--- config.mk ---
export PLATFORM = sky130hd
export DESIGN_NAME = ubx_ack_matcher_flat
export DESIGN_NICKNAME = d
export VERILOG_FILES = /design/src/hw/rtl/uam_pkg.sv /design/src/hw/rtl/uam_in_if.sv /design/src/hw/rtl/uam_out_if.sv /design/src/hw/rtl/uam_expect.sv /design/src/hw/rtl/uam_step.sv /design/src/hw/rtl/ubx_ack_matcher.sv /design/src/flat_wrapper.sv
export SDC_FILE = /design/constraint.sdc
export NUM_CORES = 1
export LEC_CHECK = 0
export BUFFER_PORTS_ARGS = -buffer_cell sky130_fd_sc_hd__clkbuf_2
export CORE_MARGIN = 2
export CORE_UTILIZATION = 45
export CTS_CLUSTER_SIZE = 14
export DETAILED_ROUTE_END_ITERATION = 8
export GPL_TIMING_DRIVEN = 0
export PLACE_DENSITY = 0.65
export SYNTH_ARGS = -nofsm -noshare
export SYNTH_HDL_FRONTEND = slang
export SYNTH_SLANG_ARGS = --single-unit
--- constraint.sdc ---
create_clock -name clk_i -period 3.52 [get_ports clk_i]
set_input_delay 0.176 -clock clk_i [delete_from_list [all_inputs] [get_ports clk_i]]
set_output_delay 0.176 -clock clk_i [all_outputs]
set_load 0.005 [all_outputs]
--- src/hw/rtl/uam_pkg.sv ---
// ----------------------------------------------------------------------------
// uam_pkg
// Shared types and constants for the receiver acknowledgement matcher.
// ----------------------------------------------------------------------------
package uam_pkg;

  localparam int unsigned PktLen = 10;
  localparam int unsigned IdxW   = 4;

  localparam logic [7:0] HdrSync1 = 8'hB5;
  localparam logic [7:0] HdrSync2 = 8'h62;
  localparam logic [7:0] AckClass = 8'h05;
  localparam logic [7:0] AckId    = 8'h01;
  localparam logic [7:0] AckLenLo = 8'h02;
  localparam logic [7:0] AckLenHi = 8'h00;

  localparam logic [IdxW-1:0] IdxLast = IdxW'(PktLen - 1);
  localparam logic [IdxW-1:0] IdxDone = IdxW'(PktLen);

  localparam logic [15:0] TickMax = 16'hFFFF;

  localparam logic [7:0]  RstAckedClass   = 8'd6;
  localparam logic [7:0]  RstAckedId      = 8'd1;
  localparam logic [15:0] RstTimeoutTicks = 16'd3000;

  // wait phase codes
  localparam logic [1:0] PhIdle = 2'd0;
  localparam logic [1:0] PhWait = 2'd1;
  localparam logic [1:0] PhAck  = 2'd2;
  localparam logic [1:0] PhFail = 2'd3;

  // configuration register indexes
  localparam logic [1:0] RegAckedClass   = 2'd0;
  localparam logic [1:0] RegAckedId      = 2'd1;
  localparam logic [1:0] RegTimeoutTicks = 2'd2;

  typedef enum logic [1:0] {
    ACT_START = 2'd0,
    ACT_BYTE  = 2'd1,
    ACT_TICK  = 2'd2
  } uam_action_e;

  typedef struct packed {
    logic [1:0]      phase;
    logic [IdxW-1:0] index;
  } uam_status_t;

endpackage

--- src/hw/rtl/uam_in_if.sv ---
// ----------------------------------------------------------------------------
// uam_in_if
// Input item channel: action code and received byte.
// ----------------------------------------------------------------------------
interface uam_in_if;
  logic       valid;
  logic       ready;
  logic [1:0] action;
  logic [7:0] rx_byte;

  modport source (output valid, output action, output rx_byte, input ready);
  modport sink   (input valid, input action, input rx_byte, output ready);
endinterface

--- src/hw/rtl/uam_out_if.sv ---
// ----------------------------------------------------------------------------
// uam_out_if
// Result item channel: wait status and matched byte count.
// ----------------------------------------------------------------------------
interface uam_out_if;
  logic       valid;
  logic       ready;
  logic [1:0] wait_status;
  logic [3:0] matched_bytes;

  modport source (output valid, output wait_status, output matched_bytes, input ready);
  modport sink   (input valid, input wait_status, input matched_bytes, output ready);
endinterface

--- src/hw/rtl/uam_expect.sv ---
// ----------------------------------------------------------------------------
// uam_expect
// Expected packet byte at a match index, with Fletcher-8 check bytes.
// ----------------------------------------------------------------------------
module uam_expect import uam_pkg::*; (
  input  logic [IdxW-1:0] index_i,
  input  logic [7:0]      acked_class_i,
  input  logic [7:0]      acked_id_i,
  output logic [7:0]      byte_o
);

  logic [7:0] ck_a_fix;
  logic [7:0] ck_b_fix;
  logic [7:0] ck_a;
  logic [7:0] ck_b;

  // fixed part of the running sums over class, id and length bytes
  assign ck_a_fix = AckClass + AckId + AckLenLo + AckLenHi;
  assign ck_b_fix = 8'(4 * AckClass + 3 * AckId + 2 * AckLenLo + AckLenHi);

  assign ck_a = ck_a_fix + acked_class_i + acked_id_i;
  assign ck_b = ck_b_fix + ck_a_fix + ck_a_fix + {acked_class_i[6:0], 1'b0} + acked_id_i;

  always_comb begin
    case (index_i)
      4'd0:    byte_o = HdrSync1;
      4'd1:    byte_o = HdrSync2;
      4'd2:    byte_o = AckClass;
      4'd3:    byte_o = AckId;
      4'd4:    byte_o = AckLenLo;
      4'd5:    byte_o = AckLenHi;
      4'd6:    byte_o = acked_class_i;
      4'd7:    byte_o = acked_id_i;
      4'd8:    byte_o = ck_a;
      4'd9:    byte_o = ck_b;
      default: byte_o = 8'h00;
    endcase
  end

endmodule

--- src/hw/rtl/uam_step.sv ---
// ----------------------------------------------------------------------------
// uam_step
// Wait state registers and the per-item update of phase, index and ticks.
// ----------------------------------------------------------------------------
module uam_step import uam_pkg::*; (
  input  logic        clk_i,
  input  logic        rst_ni,
  input  logic        fire_i,
  input  logic [1:0]  action_i,
  input  logic [7:0]  rx_byte_i,
  input  logic [7:0]  acked_class_i,
  input  logic [7:0]  acked_id_i,
  input  logic [15:0] timeout_ticks_i,
  output uam_status_t status_d_o
);

  logic [1:0]      phase_q, phase_d;
  logic [IdxW-1:0] index_q, index_d;
  logic [15:0]     elapsed_q, elapsed_d;
  logic [15:0]     elapsed_inc;
  logic [7:0]      exp_byte;

  uam_expect u_expect (
    .index_i       (index_q),
    .acked_class_i (acked_class_i),
    .acked_id_i    (acked_id_i),
    .byte_o        (exp_byte)
  );

  assign elapsed_inc = (elapsed_q != TickMax) ? elapsed_q + 16'd1 : elapsed_q;

  always_comb begin
    phase_d   = phase_q;
    index_d   = index_q;
    elapsed_d = elapsed_q;
    case (action_i)
      ACT_START: begin
        phase_d   = PhWait;
        index_d   = '0;
        elapsed_d = '0;
      end
      ACT_BYTE: begin
        if (phase_q == PhWait) begin
          if (index_q <= IdxLast && rx_byte_i == exp_byte) begin
            index_d = index_q + 1'b1;
            if (index_q == IdxLast) begin
              phase_d = PhAck;
            end
          end else begin
            index_d = '0;
          end
        end
      end
      ACT_TICK: begin
        if (phase_q == PhWait) begin
          elapsed_d = elapsed_inc;
          if (elapsed_inc > timeout_ticks_i) begin
            phase_d = PhFail;
          end
        end
      end
      default: ;
    endcase
  end

  always_ff @(posedge clk_i or negedge rst_ni) begin
    if (!rst_ni) begin
      phase_q   <= PhIdle;
      index_q   <= '0;
      elapsed_q <= '0;
    end else if (fire_i) begin
      phase_q   <= phase_d;
      index_q   <= index_d;
      elapsed_q <= elapsed_d;
    end
  end

  assign status_d_o.phase = phase_d;
  assign status_d_o.index = index_d;

endmodule

--- src/hw/rtl/ubx_ack_matcher.sv ---
// ----------------------------------------------------------------------------
// ubx_ack_matcher
// Waits for a receiver acknowledgement packet with timeout on tick items.
// Throughput: one item per cycle while the output is not stalled; the input
// register feeds the state update, whose result lands in an output register.
// Reset: state idle, index and ticks zero, registers at their defaults.
// ----------------------------------------------------------------------------
module ubx_ack_matcher import uam_pkg::*; (
  input  logic          clk_i,
  input  logic          rst_ni,
  input  logic          cfg_we_i,
  input  logic [1:0]    cfg_idx_i,
  input  logic [15:0]   cfg_data_i,
  uam_in_if.sink        in_i,
  uam_out_if.source     out_o
);

  logic [7:0]  acked_class_q;
  logic [7:0]  acked_id_q;
  logic [15:0] timeout_ticks_q;

  logic        in_valid_q;
  logic [1:0]  in_action_q;
  logic [7:0]  in_byte_q;

  logic        out_valid_q;
  uam_status_t out_q;
  uam_status_t status_d;

  logic adv;
  logic fire;

  assign adv  = !out_valid_q || out_o.ready;
  assign fire = in_valid_q && adv;
  assign in_i.ready = !in_valid_q || adv;

  always_ff @(posedge clk_i or negedge rst_ni) begin
    if (!rst_ni) begin
      acked_class_q   <= RstAckedClass;
      acked_id_q      <= RstAckedId;
      timeout_ticks_q <= RstTimeoutTicks;
    end else if (cfg_we_i) begin
      case (cfg_idx_i)
        RegAckedClass:   acked_class_q   <= cfg_data_i[7:0];
        RegAckedId:      acked_id_q      <= cfg_data_i[7:0];
        RegTimeoutTicks: timeout_ticks_q <= cfg_data_i;
        default: ;
      endcase
    end
  end

  always_ff @(posedge clk_i or negedge rst_ni) begin
    if (!rst_ni) begin
      in_valid_q  <= 1'b0;
      out_valid_q <= 1'b0;
    end else begin
      if (in_i.ready) begin
        in_valid_q <= in_i.valid;
      end
      if (adv) begin
        out_valid_q <= in_valid_q;
      end
    end
  end

  always_ff @(posedge clk_i) begin
    if (in_i.valid && in_i.ready) begin
      in_action_q <= in_i.action;
      in_byte_q   <= in_i.rx_byte;
    end
    if (fire) begin
      out_q <= status_d;
    end
  end

  uam_step u_step (
    .clk_i           (clk_i),
    .rst_ni          (rst_ni),
    .fire_i          (fire),
    .action_i        (in_action_q),
    .rx_byte_i       (in_byte_q),
    .acked_class_i   (acked_class_q),
    .acked_id_i      (acked_id_q),
    .timeout_ticks_i (timeout_ticks_q),
    .status_d_o      (status_d)
  );

  assign out_o.valid         = out_valid_q;
  assign out_o.wait_status   = out_q.phase;
  assign out_o.matched_bytes = out_q.index;

  a_index_range: assert property (@(posedge clk_i) disable iff (!rst_ni)
    out_valid_q |-> out_q.index <= IdxDone)
    else $error("matched count beyond packet length");

  a_ack_full: assert property (@(posedge clk_i) disable iff (!rst_ni)
    (out_valid_q && out_q.phase == PhAck) |-> out_q.index == IdxDone)
    else $error("acknowledged without full packet");

  a_idle_zero: assert property (@(posedge clk_i) disable iff (!rst_ni)
    (out_valid_q && out_q.phase == PhIdle) |-> out_q.index == '0)
    else $error("idle with nonzero match count");

  a_start_clears: assert property (@(posedge clk_i) disable iff (!rst_ni)
    (fire && in_action_q == ACT_START) |=>
      (out_valid_q && out_q.phase == PhWait && out_q.index == '0))
    else $error("start item did not arm a clean wait");

endmodule

--- src/flat_wrapper.sv ---
// flat-port wrapper written by rule: the top's interface ports become plain ports
module ubx_ack_matcher_flat import uam_pkg::*;
  (clk_i, rst_ni, cfg_we_i, cfg_idx_i, cfg_data_i, in_i_valid, in_i_action, in_i_rx_byte, in_i_ready, out_o_valid, out_o_wait_status, out_o_matched_bytes, out_o_ready);
  uam_in_if in_i_i ();
  uam_out_if out_o_i ();
  input  logic clk_i;
  input  logic rst_ni;
  input  logic cfg_we_i;
  input  logic [1:0] cfg_idx_i;
  input  logic [15:0] cfg_data_i;
  input wire logic [$bits(in_i_i.valid)-1:0] in_i_valid;
  input wire logic [$bits(in_i_i.action)-1:0] in_i_action;
  input wire logic [$bits(in_i_i.rx_byte)-1:0] in_i_rx_byte;
  output wire logic [$bits(in_i_i.ready)-1:0] in_i_ready;
  output wire logic [$bits(out_o_i.valid)-1:0] out_o_valid;
  output wire logic [$bits(out_o_i.wait_status)-1:0] out_o_wait_status;
  output wire logic [$bits(out_o_i.matched_bytes)-1:0] out_o_matched_bytes;
  input wire logic [$bits(out_o_i.ready)-1:0] out_o_ready;
  assign in_i_i.valid = in_i_valid;
  assign in_i_i.action = in_i_action;
  assign in_i_i.rx_byte = in_i_rx_byte;
  assign in_i_ready = in_i_i.ready;
  assign out_o_valid = out_o_i.valid;
  assign out_o_wait_status = out_o_i.wait_status;
  assign out_o_matched_bytes = out_o_i.matched_bytes;
  assign out_o_i.ready = out_o_ready;
  ubx_ack_matcher u_core (.clk_i(clk_i), .rst_ni(rst_ni), .cfg_we_i(cfg_we_i), .cfg_idx_i(cfg_idx_i), .cfg_data_i(cfg_data_i), .in_i(in_i_i), .out_o(out_o_i));
endmodule
==> results of run 1 <==
[layout by cell type (no fill, tap or decap), types with 3 or more instances in the layout]
cell type and n:
clkbuf_2 39, nand2b_1 13, dlygate4sd3_1 11, nand2_1 35, o22ai_1 5, nor3_1 11
nor2_1 27, o21bai_1 3, nand3b_1 6, dfrtp_1 44, dfstp_2 10, o21ai_0 20
mux2_2 32, buf_4 15, or2_2 5, edfxtp_1 16, mux2i_1 4, o21a_1 4
a21oi_1 17, clkbuf_1 5, xnor2_1 16, a22o_1 12, nand3_1 7, a211oi_2 5
a21o_1 7, nand4_1 5, ha_1 47, inv_1 42, and3_4 3, o21ai_1 4
a22oi_1 10, xor2_1 10, clkbuf_8 12, a211oi_1 3
[power by group through the flow]
stage / combinational (mW) / clock, mW / sequential, mW
6_report: 0.825 / 0.597 / 1.05
5_1_grt: 0.933 / 0.653 / 1.06
4_1_cts: 0.806 / 0.615 / 1.05
3_5_place_dp: 0.768 / 0 / 1.07
3_3_place_gp: 0.740 / 0 / 1.07
2_1_floorplan: 0.592 / 0 / 1.04
[repair_timing]
action,4_1_cts,5_1_grt
endpoints found under the hold margin,56,0
resized for setup,7,24
cloned,0,0
setup buffers,5,9
hold buffers,11,0
endpoints found under the setup margin,3,12
pin swaps,2,16
[how the worst max path moves through the flow]
stage	to	depth (start not counted)	slack (ps)
detailed placement	u_core.out_o.wait_status[1]$_DFFE_PP_	18	-560
CTS	u_core.out_o.wait_status[1]$_DFFE_PP_	18	-10
floorplan	u_core.out_o.wait_status[1]$_DFFE_PP_	18	40
global route	u_core.out_o.wait_status[1]$_DFFE_PP_	18	-80
finish	u_core.out_o.wait_status[1]$_DFFE_PP_	18	110
global placement	u_core.out_o.wait_status[1]$_DFFE_PP_	18	-480
[through the flow]
stage / setup WS [ps] / area [µm²] / power, mW
after global placement: -476 / 5220 / 1.81
after global routing: -79.1 / 5730 / 2.65
after detailed placement: -558 / 5220 / 1.84
after floorplan: 37.3 / 4850 / 1.63
final: 115 / 5730 / 2.47
after CTS: -11.7 / 5570 / 2.47
[logic make-up after synthesis]
group	after synthesis
simple gates	132
compound gates	109
flops	72
buf+inv	55
fa+ha+maj	49
mux	36
xor+xnor	27
[final cells by class]
class	count	area, µm²
inverter	43	164
tap	136	170
timing repair buffer	65	418
buffer	12	95.1
clock inverter	7	46.3
multi-input combinational	353	2810
fill	931	4690
clock buffer	9	124
sequential	72	1900
[layer usage]
layer	vias up	routed length (µm)	global-route usage [%]
li1	1876	-	-
met1	1819	4900	25.3
met2	59	5310	33.3
met3	15	286	3.45
met4	0	179	6.87
met5	-	0	0
[worst register-to-register path, delay by kind of cell (launching register included)]
kind	cells	cell delay, ps
DFF	1	380
xor gates and xnor gates	1	140
adders and majority gates	1	320
and+or+nand+nor	7	1070
buffers and inverters	2	150
AOI/OAI and AO/OA	7	1090
[sequential cells by signal, indices dropped and copies added (netlist names)]
name                        cells
u_core.acked_class_q            8
u_core.acked_id_q               8
u_core.in_action_q              2
u_core.in_byte_q                8
u_core.in_valid_q               1
u_core.out_o.matched_bytes      4
u_core.out_o.valid              1
u_core.out_o.wait_status        2
u_core.timeout_ticks_q         16
u_core.u_step.elapsed_q        16
u_core.u_step.index_q           4
u_core.u_step.phase_q           2
==> metrics.md, run 1 <==
| Metric | Value |
|---|---|
| Total negative slack | 0 ps |
| # DRC | 0 |
| Ys Warns | 0 |
| Max Fclk | approximately 0.3 GHz |
| Compound-gate portion of the synthesized area | 15.7% |
| CP max FO | 5 |
| Maximum vdd ir drop | 0.178 mV |
| Total GRT Usage | slightly below 20% |
| Max-cap violations | 0 |
| Vias in the first global route | between 3,000 and 4,000 |
| CTS tree | yes |
| Dpl hpwl | around 8000 µm |
| Number of I/O port buffers | 40 |
| Flop and latch count out of synthesis | 72 |
| Initial core utilization | a little under half |
| Combinational share of power | roughly a third |
| CTS Root Cell | clkbuf_8 |
| Critical Path AT | roughly 3500 ps |
| Average size of a mapped cell | between 10 and 15 µm² |
| Final Slew Violations | 0 |
| Number of diodes | 0 |
| Vias per inst | roughly 5.4 |
| Placer congestion estimate | slightly below 0.9 |
| Final hold slack | roughly 24 ps |
| Worst-path clk slew | 80 ps |
| CP dominant cell by count | and3_4 |
| Kind of critical path | reg -> reg |
| Via count | approximately 3,800 |
| Hold path startpoint | in_i_valid |
| Post-Synth Adder-Cell Area | between 10% and 20% |
| Slowest stage delay, CP | between 300 and 400 ps |
| Post-Layout Cell Count | 697 |
| Wire length per cell | approximately 15 µm |
| Clock insertion delay at the later pin of the skew report | about 360 ps |
| Flop pwr share | a little over two fifths |
| Crit path cell chain | and3_4 > and3_4 > nand4_4 > nor3_4 > or2_1 > buf_6 > inv_4 > and3_4 > xor2_1 > ha_1 > a21o_1 > a21o_1 > a21oi_2 > o21ai_2 > a21oi_2 > a2111oi_4 > a211oi_2 > nor2_1 |
| Delay-heaviest family, CP | compound AO/OA/AOI/OAI gates |
| RSZ-0062 raised after global routing | true |
| Worst slew pin tran | 784 ps |
| R2R setup slack | around 110 ps |
| Rel. slew slack | 47.7% |
| Most frequent cells after synthesis | 47 x ha_1, 46 x dfrtp_1, 42 x inv_1 |
| Netlist cell types | 59 |
| Final Setup Violations | 0 |
| TritonCTS buffer count | 9 |
| Startpoint type of the worst setup path | register |
| Syn nets | about 560 |
| EDFF count, synth | 16 |
| Area grow syn2layout | 18.0% |
| Core Area | between 10,000 and 15,000 µm² |
| Int Pwr | 1.62 mW |
| CTS sink cnt | 72 |
| Post-layout util | approximately 55% |
| Largest family of logic cells by synthesized area | compound AO/OA/AOI/OAI gates |
| Synth Flop Type | dfrtp_1 |
| Clock share of power | between 20% and 30% |
| Gr ovfl total | 0 |
| Share of layout cells above drive strength 1 | roughly 27% |
| Worst path required time | ~3600 ps |
| Antenna violations before repair | 0 |
| Worst hold stages | 2 |
| Cell count after placement | about 660 |
| Post-synthesis mux area share | about 8.3% |
| Die Height | roughly 110 µm |
| Fin. Hold Viols | 0 |
| Final WL | about 11,000 µm |
| PD cells | 432 nW/µm² |
| Area share of the largest cell type after synthesis | about a quarter |
| Post-synth top area cell | dfrtp_1 |
| Worst min-delay path endpoint | u_core.in_valid_q$_DFFE_PN0N_ |
| DR pass1 iterations | 4 |
| Layout Nets | 638 |
| Post-synthesis cell area | 4850 µm² |
| Tmin final | roughly 3400 ps |
| Row Count | 37 |
| Simple-gate share of the synthesized area | 14.0% |
| Fraction of registers with async set/reset | 77.8% |
| First-pass GRT wire length | 17,700 µm |
| Clock Skew | between 10 and 15 ps |
| Xor/xnor share of the synthesized area | 4.87% |
| Final period util | 96.7% |
| Largest net degree at the start of global routing | between 50 and 60 |
| DIE AREA | 11,600 µm² |
| Setup crit start | u_core.u_step.elapsed_q[3]$_DFFE_PN0P_ |
| First DRT Iteration DRCs | 138 |
| Setup crit end kind | register |
| Gate Count Post-Synth | between 400 and 500 |
| Post-synthesis sequential area ratio | 39.1% |
| Run status | completed |
| Top cells by area, synth | dfrtp_1 24%, ha_1 12%, edfxtp_1 9.9% |
| Worst min-delay path class | in -> reg |
| DRT antenna net count | 0 |
| Psw | 857 µW |
| Htree depth | 3 |
| Boundary pin count | between 40 and 50 |
| R2r endpoint | u_core.out_o.wait_status[1]$_DFFE_PP_ |
| Worst Path Buf+Inv | 2 |
| Net Sw Frac | between 30% and 40% |
| Top-count cell post-synth | ha_1 |
| CP max stage cell | dfrtp_1 |
| Worst reg2reg path startpoint | u_core.u_step.elapsed_q[3]$_DFFE_PN0P_ |
| Leak | 2.61 nW |
| Clk buf depth | 2 |
| Worst Reg-to-Reg Cells | 18 |
| Die Wd | 108 µm |
Note: power is estimated with default switching activity, not from simulation.
==> run 2: changes to the inputs <==
--- a/config.mk
+++ b/config.mk
@@ -6,7 +6,6 @@
 export NUM_CORES = 1
 export LEC_CHECK = 0
 export BUFFER_PORTS_ARGS = -buffer_cell sky130_fd_sc_hd__clkbuf_2
-export CORE_MARGIN = 2
 export CORE_UTILIZATION = 45
 export CTS_CLUSTER_SIZE = 14
 export DETAILED_ROUTE_END_ITERATION = 8
@@ -14,4 +13,5 @@
 export PLACE_DENSITY = 0.65
 export SYNTH_ARGS = -nofsm -noshare
 export SYNTH_HDL_FRONTEND = slang
+export SYNTH_HIERARCHICAL = 1
 export SYNTH_SLANG_ARGS = --single-unit
==> run 2 against run 1 <==
Compared with the run above: the flow now finishes with violations (negative setup slack); synthesized cell count up 4.4%; register-to-register slack lost 160 ps; wire length rose by 12%; sequential power barely moved; sequential cell count stayed put; via count rose by 8.2%; combinational power is 32% higher; final area increased by 4.0%; first-iteration DRC count is 59% higher; worst setup slack lost 160 ps; synthesized area grew 3.4%; total power is 14% higher; largest power group is now combinational logic.
==> metrics.md, run 2 <==
| Metric | Value |
|---|---|
| Run status | finished, violations left |
| Failing checks | negative setup slack |
| Wire length per cell | 16.5 µm (+7.5%) |
| Worst slack at placement | -428 ps (+129 ps) |
| Top Usage Layer GRT | met2 |
| CTS tree | yes |
| Critical Path AT | 3650 ps (+140 ps) |
| Gate Count Post-Synth | 501 (+4.4%) |
| Layout Nets | 658 (+3.1%) |
| Die Height | 108 µm (-0.24%) |
| Htree depth | 3 (unchanged) |
| Worst slew pin tran | 805 ps (+21.7 ps) |
| Cell count after placement | 681 (+3.8%) |
| Final WL | 11,900 µm (+12%) |
| Area share of the largest cell type after synthesis | 23.0% (-0.78 points) |
| Vias per inst | 5.64 (+4.3%) |
| Row Count | 38 (+2.7%) |
| Post-synthesis sequential area ratio | 37.8% (-1.3 points) |
| Average size of a mapped cell | 10.0 µm² (-0.95%) |
| Final Slew Violations | 0 (unchanged) |
| Rel. slew slack | 46.3% (-1.4 points) |
| Largest net degree at the start of global routing | 57 (unchanged) |
| EDFF count, synth | 16 (unchanged) |
| Syn nets | 581 (+3.4%) |
| Most frequent cells in the layout | 45 x dfrtp_1, 40 x inv_1, 40 x ha_1 |
| Flop and latch count out of synthesis | 72 (unchanged) |
| CP max FO | 10 (+5) |
| PD cells | 475 nW/µm² (+9.9%) |
| Number of I/O port buffers | 40 (unchanged) |
| Share of layout cells above drive strength 1 | 28.0% (+1.0 points) |
| Boundary pin count | 41 (unchanged) |
| Most frequent cells after synthesis | 46 x dfrtp_1, 45 x ha_1, 41 x inv_1 |
| Die Wd | 108 µm (-0.24%) |
| Worst min-delay path class | in -> reg |
| Fraction of registers with async set/reset | 77.8% (unchanged) |
| Maximum vdd ir drop | 0.246 mV (+39%) |
| Antenna violations before repair | 0 (unchanged) |
| Final Setup Violations | 4 (+4) |
| Top cells by area, synth | dfrtp_1 23%, ha_1 11%, edfxtp_1 9.6% |
| Clk buf depth | 2 (unchanged) |
| Max Fclk | 0.281 GHz (-4.4%) |
| Initial core utilization | 46.3% (-0.31 points) |
| Post-synthesis cell area | 5010 µm² (+3.4%) |
| CTS sink cnt | 72 (unchanged) |
| Global Route met2 Usage | 34.2% (+0.96 points) |
| Number of diodes | 0 (unchanged) |
| Top-count cell post-synth | dfrtp_1 |
| Total negative slack | -112 ps (-112 ps) |
| Clock insertion delay at the later pin of the skew report | 370 ps (about the same) |
| Ys Warns | 6 (+6) |
| Final hold slack | 33.8 ps (+9.91 ps) |
| Met3 Use GR | 5.99% (+2.5 points) |
| TritonCTS buffer count | 9 (unchanged) |
| Vias in the first global route | 3,892 (+2.7%) |
| Gr ovfl total | 0 (unchanged) |
| Fin. Hold Viols | 0 (unchanged) |
| Tmin final | 3560 ps (+155 ps) |
| Kind of critical path | reg -> reg |
| Startpoint type of the worst setup path | register |
| First-pass GRT wire length | 19,200 µm (+8.4%) |
| Core Area | 10,800 µm² (+4.1%) |
| Top flop regs | u_core/timeout_ticks_q x16, u_core/u_step/elapsed_q x16 |
| Worst path required time | 3610 ps (-20 ps) |
| Post-synth top area cell | dfrtp_1 |
| Setup crit end kind | register |
| DIE AREA | 11,600 µm² (-0.48%) |
| RSZ-0062 raised after global routing | true |
| CTS Root Cell | clkbuf_8 |
| Fillers | 962 (+3.3%) |
| Clock Skew | 11.5 ps (+1.26 ps) |
| Post-Layout Cell Count | 723 (+3.7%) |
| Total GRT Usage | 22.0% (+2.3 points) |
| Final period util | 101% (+4.4 points) |
| # DRC | 0 (unchanged) |
| Commonest non-fill, non-tap cell in the layout | dfrtp_1 |
| Worst-path clk slew | 80 ps (about the same) |
| Area grow syn2layout | 18.8% |
| GRT met1 Usage | 29.9% (+4.5 points) |
| DR pass1 iterations | 4 (unchanged) |
| Synth Flop Type | dfrtp_1 |
| Dpl hpwl | 8480 µm (+6.4%) |
| Setup WS post-layout | -40.6 ps (-155 ps) |
| DRT antenna net count | 0 (unchanged) |
| Via count | 4,078 (+8.2%) |
| Leak | 2.63 nW (+0.73%) |
| Placer congestion estimate | 0.892 (+2.6%) |
| Max-cap violations | 0 (unchanged) |
| First DRT Iteration DRCs | 220 (+59%) |
| Netlist cell types | 65 (+10%) |
-- run 2: cell count changes after synthesis, sizes merged, moves of 6 or more --
cell   previous run  this run
xor2             10         3
xnor2            17        24
nand3             7        13
a22oi            10         2
a22o             12         3
a21oi            19        33
nor3             14         6
nor4              0        10
buf               4        11
-- run 2: layout make-up --
| type | count | area, µm² | share of cell area, % |
|---|---|---|---|
| multi-input cells | 372 | 3010 | 50.6 |
| well taps | 140 | 175 | 2.94 |
| repair buffers | 66 | 432 | 7.25 |
| flip-flops and latches | 72 | 1900 | 31.8 |
| plain buffers | 16 | 91.3 | 1.53 |
| clock buffers | 14 | 184 | 3.09 |
| clock inverters | 2 | 10.0 | 0.168 |
| inverters | 41 | 154 | 2.58 |
-- run 2: critical path: stages, from the launching register on --
cell	delay, ps
dfrtp_2	470
ha_1	270
nand4_1	260
or4_1	580
buf_6	170
nand3_2	100
xnor2_1	80
ha_1	330
nand4_1	200
nor4_2	350
nor3b_1	90
a211oi_1	290
nor3_1	90
-- run 2: final timing paths --
check	cells past startpoint	from	end	slack, ps
worst max-delay path	12	u_core/u_step/elapsed_q[0]$_DFFE_PN0P_	u_core/out_o.wait_status[1]$_DFFE_PP_	-40
worst min-delay path	2	cfg_data_i[10]	u_core/timeout_ticks_q[10]$_DFFE_PN0P_	30
worst max register to register	12	u_core/u_step/elapsed_q[0]$_DFFE_PN0P_	u_core/out_o.wait_status[1]$_DFFE_PP_	-40
worst min register to register	1	u_core/in_valid_q$_DFFE_PN0P_	u_core/out_o.valid$_DFFE_PN0P_	500
max in group asynchronous	2	rst_ni	u_core/acked_class_q[7]$_DFFE_PN0P_	2530
min in group asynchronous	2	rst_ni	u_core/u_step/index_q[0]$_DFFE_PN0P_	430
-- run 2: kinds of logic (layout without fill, tap and decap cells) --
| group | after synthesis | count (layout) | share of synthesized area, % |
|---|---|---|---|
| simple gates | 140 | 140 | 15.9 |
| mux | 43 | 43 | 9.46 |
| fa+ha+maj | 47 | 47 | 12.0 |
| xor+xnor | 27 | 27 | 4.72 |
| flops | 72 | 72 | 37.8 |
| buf+inv | 57 | 139 | 4.89 |
| compound gates | 115 | 115 | 15.2 |
-- run 2: metal layers --
metal | up-vias | routed length, µm
met5 | - | 0
met4 | 0 | 114
li1 | 1979 | -
met3 | 10 | 641
met2 | 96 | 5650
met1 | 1993 | 5500
-- run 2: power by group --
| part | internal (mW) | leakage [nW] | total (mW) | switching [mW] |
|---|---|---|---|---|
| combinational | 0.538 | 1.71 | 1.09 | 0.554 |
| sequential | 0.981 | 0.821 | 1.08 | 0.101 |
| clock | 0.336 | 0.102 | 0.654 | 0.318 |
-- run 2: repair_timing --
action                                  CTS  global route
gates resized for setup                  15            16
hold buffers                             12             0
buffers inserted                          8             6
endpoints found under the hold margin    57             0
pin swaps                                12             4
cloned                                    0             0
endpoints found under the setup margin   12            12
-- run 2: stage by stage --
stage          utilization (%)  total power [mW]  instance area (µm²)
4_1_cts                   54.0              2.80                 5860
2_1_floorplan                -              1.83                 5020
5_1_grt                   54.9              3.03                 5960
6_report                  54.9              2.83                 5960
3_3_place_gp              49.8              2.03                 5400
3_5_place_dp              49.8              2.06                 5400
==> run 3: changes to the inputs <==
--- a/config.mk
+++ b/config.mk
@@ -10,8 +10,8 @@
 export CTS_CLUSTER_SIZE = 14
 export DETAILED_ROUTE_END_ITERATION = 8
 export GPL_TIMING_DRIVEN = 0
+export HOLD_SLACK_MARGIN = 0.08
 export PLACE_DENSITY = 0.65
 export SYNTH_ARGS = -nofsm -noshare
 export SYNTH_HDL_FRONTEND = slang
-export SYNTH_HIERARCHICAL = 1
 export SYNTH_SLANG_ARGS = --single-unit
==> run 3 against run 2 <==
Compared with the run above: the run now ends clean; final area fell by 0.53%; non-clock buffer count increased by 11; register-to-register slack gained 180 ps; sequential share of layout area grew 0.19 points; clock-buffer cell count is 3 lower; hold slack better by 79 ps; total power down 8.5%; largest cell class unchanged.
==> metrics.md, run 3 (synthesized netlist as in run 1, its figures left out) <==
| Metric | Value |
|---|---|
| RSZ-0062 raised after global routing | true |
| Maximum vdd ir drop | 0.207 mV (-16%) |
| TritonCTS buffer count | 9 (unchanged) |
| Worst path required time | 3620 ps (about the same) |
| Layout Nets | 654 (-0.61%) |
| Startpoint type of the worst setup path | register |
| Multi-input logic area | 2820 µm² (-6.5%) |
| Critical Path AT | 3490 ps (-160 ps) |
| DRT antenna net count | 0 (unchanged) |
| Clock Skew | 11.6 ps (+0.0974 ps) |
| Worst reg2reg path startpoint | u_core.u_step.elapsed_q[4]$_DFFE_PN0P_ |
| Htree depth | 3 (unchanged) |
| Rel. slew slack | 47.2% (+0.86 points) |
| Setup crit end kind | register |
| Vias per inst | 5.38 (-4.6%) |
| Run status | completed |
| CTS tree | yes |
| Crit path cell chain | and3_4 > and3_4 > nand4_4 > nor3_4 > or2_1 > buf_6 > inv_2 > and3_4 > xor2_1 > ha_1 > a21o_1 > a21o_1 > a21oi_2 > o21ai_2 > a21oi_2 > a2111oi_2 > a211oi_2 > nor2_1 |
| Fin. Hold Viols | 0 (unchanged) |
| Worst Path Buf+Inv | 2 (+1) |
| Worst-path clk slew | 80 ps (about the same) |
| R2r endpoint | u_core.out_o.wait_status[1]$_DFFE_PP_ |
| Gr ovfl total | 0 (unchanged) |
| Worst hold stages | 2 (unchanged) |
| Area grow syn2layout | 22.1% |
| Wire length per cell | 15.2 µm (-8.0%) |
| PD cells | 437 nW/µm² (-8.0%) |
| Cell count after placement | 656 (-3.7%) |
| Post-layout util | 57.1% (+2.2 points) |
| Via count | 3,838 (-5.9%) |
| Die Wd | 106 µm (-1.6%) |
| Worst Reg-to-Reg Cells | 18 (+6) |
| Hold path startpoint | cfg_data_i[7] |
| Final period util | 96.1% (-5.0 points) |
| Row Count | 37 (-2.6%) |
| Leak | 2.71 nW (+3.1%) |
| First DRT Iteration DRCs | 144 (-35%) |
| Vias in the first global route | 3,841 (-1.3%) |
| Core Area | 10,400 µm² (-4.3%) |
| Total GRT Usage | 20.6% (-1.4 points) |
| Fillers | 888 (-7.7%) |
| Most frequent cells in the layout | 46 x ha_1, 44 x dfrtp_1, 42 x inv_1 |
| Worst slew pin tran | 793 ps (-13.0 ps) |
| Number of I/O port buffers | 40 (unchanged) |
| Top flop regs | u_core.timeout_ticks_q x16, u_core.u_step.elapsed_q x16 |
| Antenna violations before repair | 0 (unchanged) |
| Delay-heaviest family, CP | simple AND/OR/NAND/NOR gates |
| Dpl hpwl | 7790 µm (-8.2%) |
| Slowest stage delay, CP | 370 ps (-210 ps) |
| Initial core utilization | 46.8% (+0.52 points) |
| CP dominant cell by count | and3_4 |
| CP max stage cell | dfrtp_1 |
| Share of layout cells above drive strength 1 | 26.7% (-1.3 points) |
| Kind of critical path | reg -> reg |
| Die Height | 106 µm (-1.6%) |
| Number of diodes | 0 (unchanged) |
| Final Slew Violations | 0 (unchanged) |
| Post-Layout Cell Count | 713 (-1.4%) |
| Final Setup Violations | 0 (-4) |
| Boundary pin count | 41 (unchanged) |
| Placer congestion estimate | 0.838 (-6.0%) |
| Worst min-delay path class | in -> reg |
| # DRC | 0 (unchanged) |
| CTS Root Cell | clkbuf_8 |
| CTS sink cnt | 72 (unchanged) |
| Clk buf depth | 2 (unchanged) |
| Worst min-delay path endpoint | u_core.acked_class_q[7]$_DFFE_PN0P_ |
| Clock insertion delay at the later pin of the skew report | 360 ps (about the same) |
| Max-cap violations | 0 (unchanged) |
| Sequential Area | 1900 µm² (about the same) |
| Tmin final | 3380 ps (-178 ps) |
| Commonest non-fill, non-tap cell in the layout | ha_1 |
| Largest net degree at the start of global routing | 57 (unchanged) |
| DIE AREA | 11,200 µm² (-3.2%) |
| Final WL | 10,800 µm (-9.3%) |
| R2R setup slack | 140 ps (+180 ps) |
| CP max FO | 4 (-6) |
| First-pass GRT wire length | 18,000 µm (-6.5%) |
| DR pass1 iterations | 4 (unchanged) |
| Max Fclk | 0.296 GHz (+5.3%) |
==> run 3: cell types whose count changed in the layout (fill, tap and decap cells not counted), moves of 7 or more <==
cell / change
a21oi_1: -11
a22o_1: +9
nor3_1: +7
o21ai_1: -7
xor2_1: +7
a22oi_1: +9
dlygate4sd3_1: +15
xnor2_1: -9
==> run 3: layout make-up <==
cell class              count  area share (%)
inverters                  43            2.72
flip-flops and latches     72            32.0
clock buffers              11            2.56
well taps                 136            2.87
repair buffers             81            9.76
multi-input cells         353            47.6
clock inverters             5           0.887
plain buffers              12            1.61
==> run 3: repair_timing <==
| action | in CTS | in global routing |
|---|---|---|
| pin swaps | 2 | 17 |
| buffers inserted | 4 | 10 |
| gates resized for setup | 8 | 23 |
| cloned | 0 | 0 |
| endpoints found under the setup margin | 3 | 11 |
| hold buffers | 27 | 0 |
| endpoints found under the hold margin | 77 | 0 |
==> run 3: how the worst max path moves through the flow <==
stage / start / end / slack, ps / cells after the start
6_report: u_core.u_step.elapsed_q[4]$_DFFE_PN0P_ / u_core.out_o.wait_status[1]$_DFFE_PP_ / 140 / 18
5_1_grt: u_core.u_step.elapsed_q[4]$_DFFE_PN0P_ / u_core.out_o.wait_status[1]$_DFFE_PP_ / -70 / 18
4_1_cts: u_core.u_step.elapsed_q[4]$_DFFE_PN0P_ / u_core.out_o.wait_status[1]$_DFFE_PP_ / 20 / 18
3_5_place_dp: u_core.u_step.elapsed_q[3]$_DFFE_PN0P_ / u_core.out_o.wait_status[1]$_DFFE_PP_ / -540 / 18
3_3_place_gp: u_core.u_step.elapsed_q[3]$_DFFE_PN0P_ / u_core.out_o.wait_status[1]$_DFFE_PP_ / -480 / 18
2_1_floorplan: u_core.u_step.elapsed_q[3]$_DFFE_PN0P_ / u_core.out_o.wait_status[1]$_DFFE_PP_ / 40 / 18
==> run 3: where the power goes <==
| group | internal (mW) | switching (mW) |
|---|---|---|
| clock network | 0.364 | 0.318 |
| logic | 0.416 | 0.437 |
| registers | 0.968 | 0.0846 |
| total | 1.75 | 0.840 |
==> run 3: per-layer routing <==
metal	vias to the layer above	part of all wire [%]	global-route usage, %
li1	1907	-	-
met1	1843	47	26.1
met2	65	48	34.4
met3	23	2.8	3.71
met4	0	2.6	9.23
met5	-	0	0
==> run 3: through the flow <==
| stage | setup TNS, ps | area, µm² | hold WS (ps) | power (mW) | setup slack, ps |
|---|---|---|---|---|---|
| after detailed placement | -961 | 5220 | 340 | 1.84 | -543 |
| after floorplan | 0 | 4850 | -120 | 1.63 | 37.3 |
| after CTS | 0 | 5760 | 91.4 | 2.57 | 17.5 |
| after global routing | -72.7 | 5920 | 117 | 2.76 | -72.7 |
| after global placement | -827 | 5220 | 352 | 1.81 | -480 |
| final | 0 | 5920 | 113 | 2.59 | 137 |
==> run 3: worst register-to-register path: cells and delay by family, from the launching register on <==
family                   cells  cell delay, ps
AO/OA/AOI/OAI                7            1020
XOR/XNOR                     1             140
adder cells (fa/ha/maj)      1             310
flip-flops                   1             370
AND/OR/NAND/NOR              7            1150
buffers and inverters        2             140
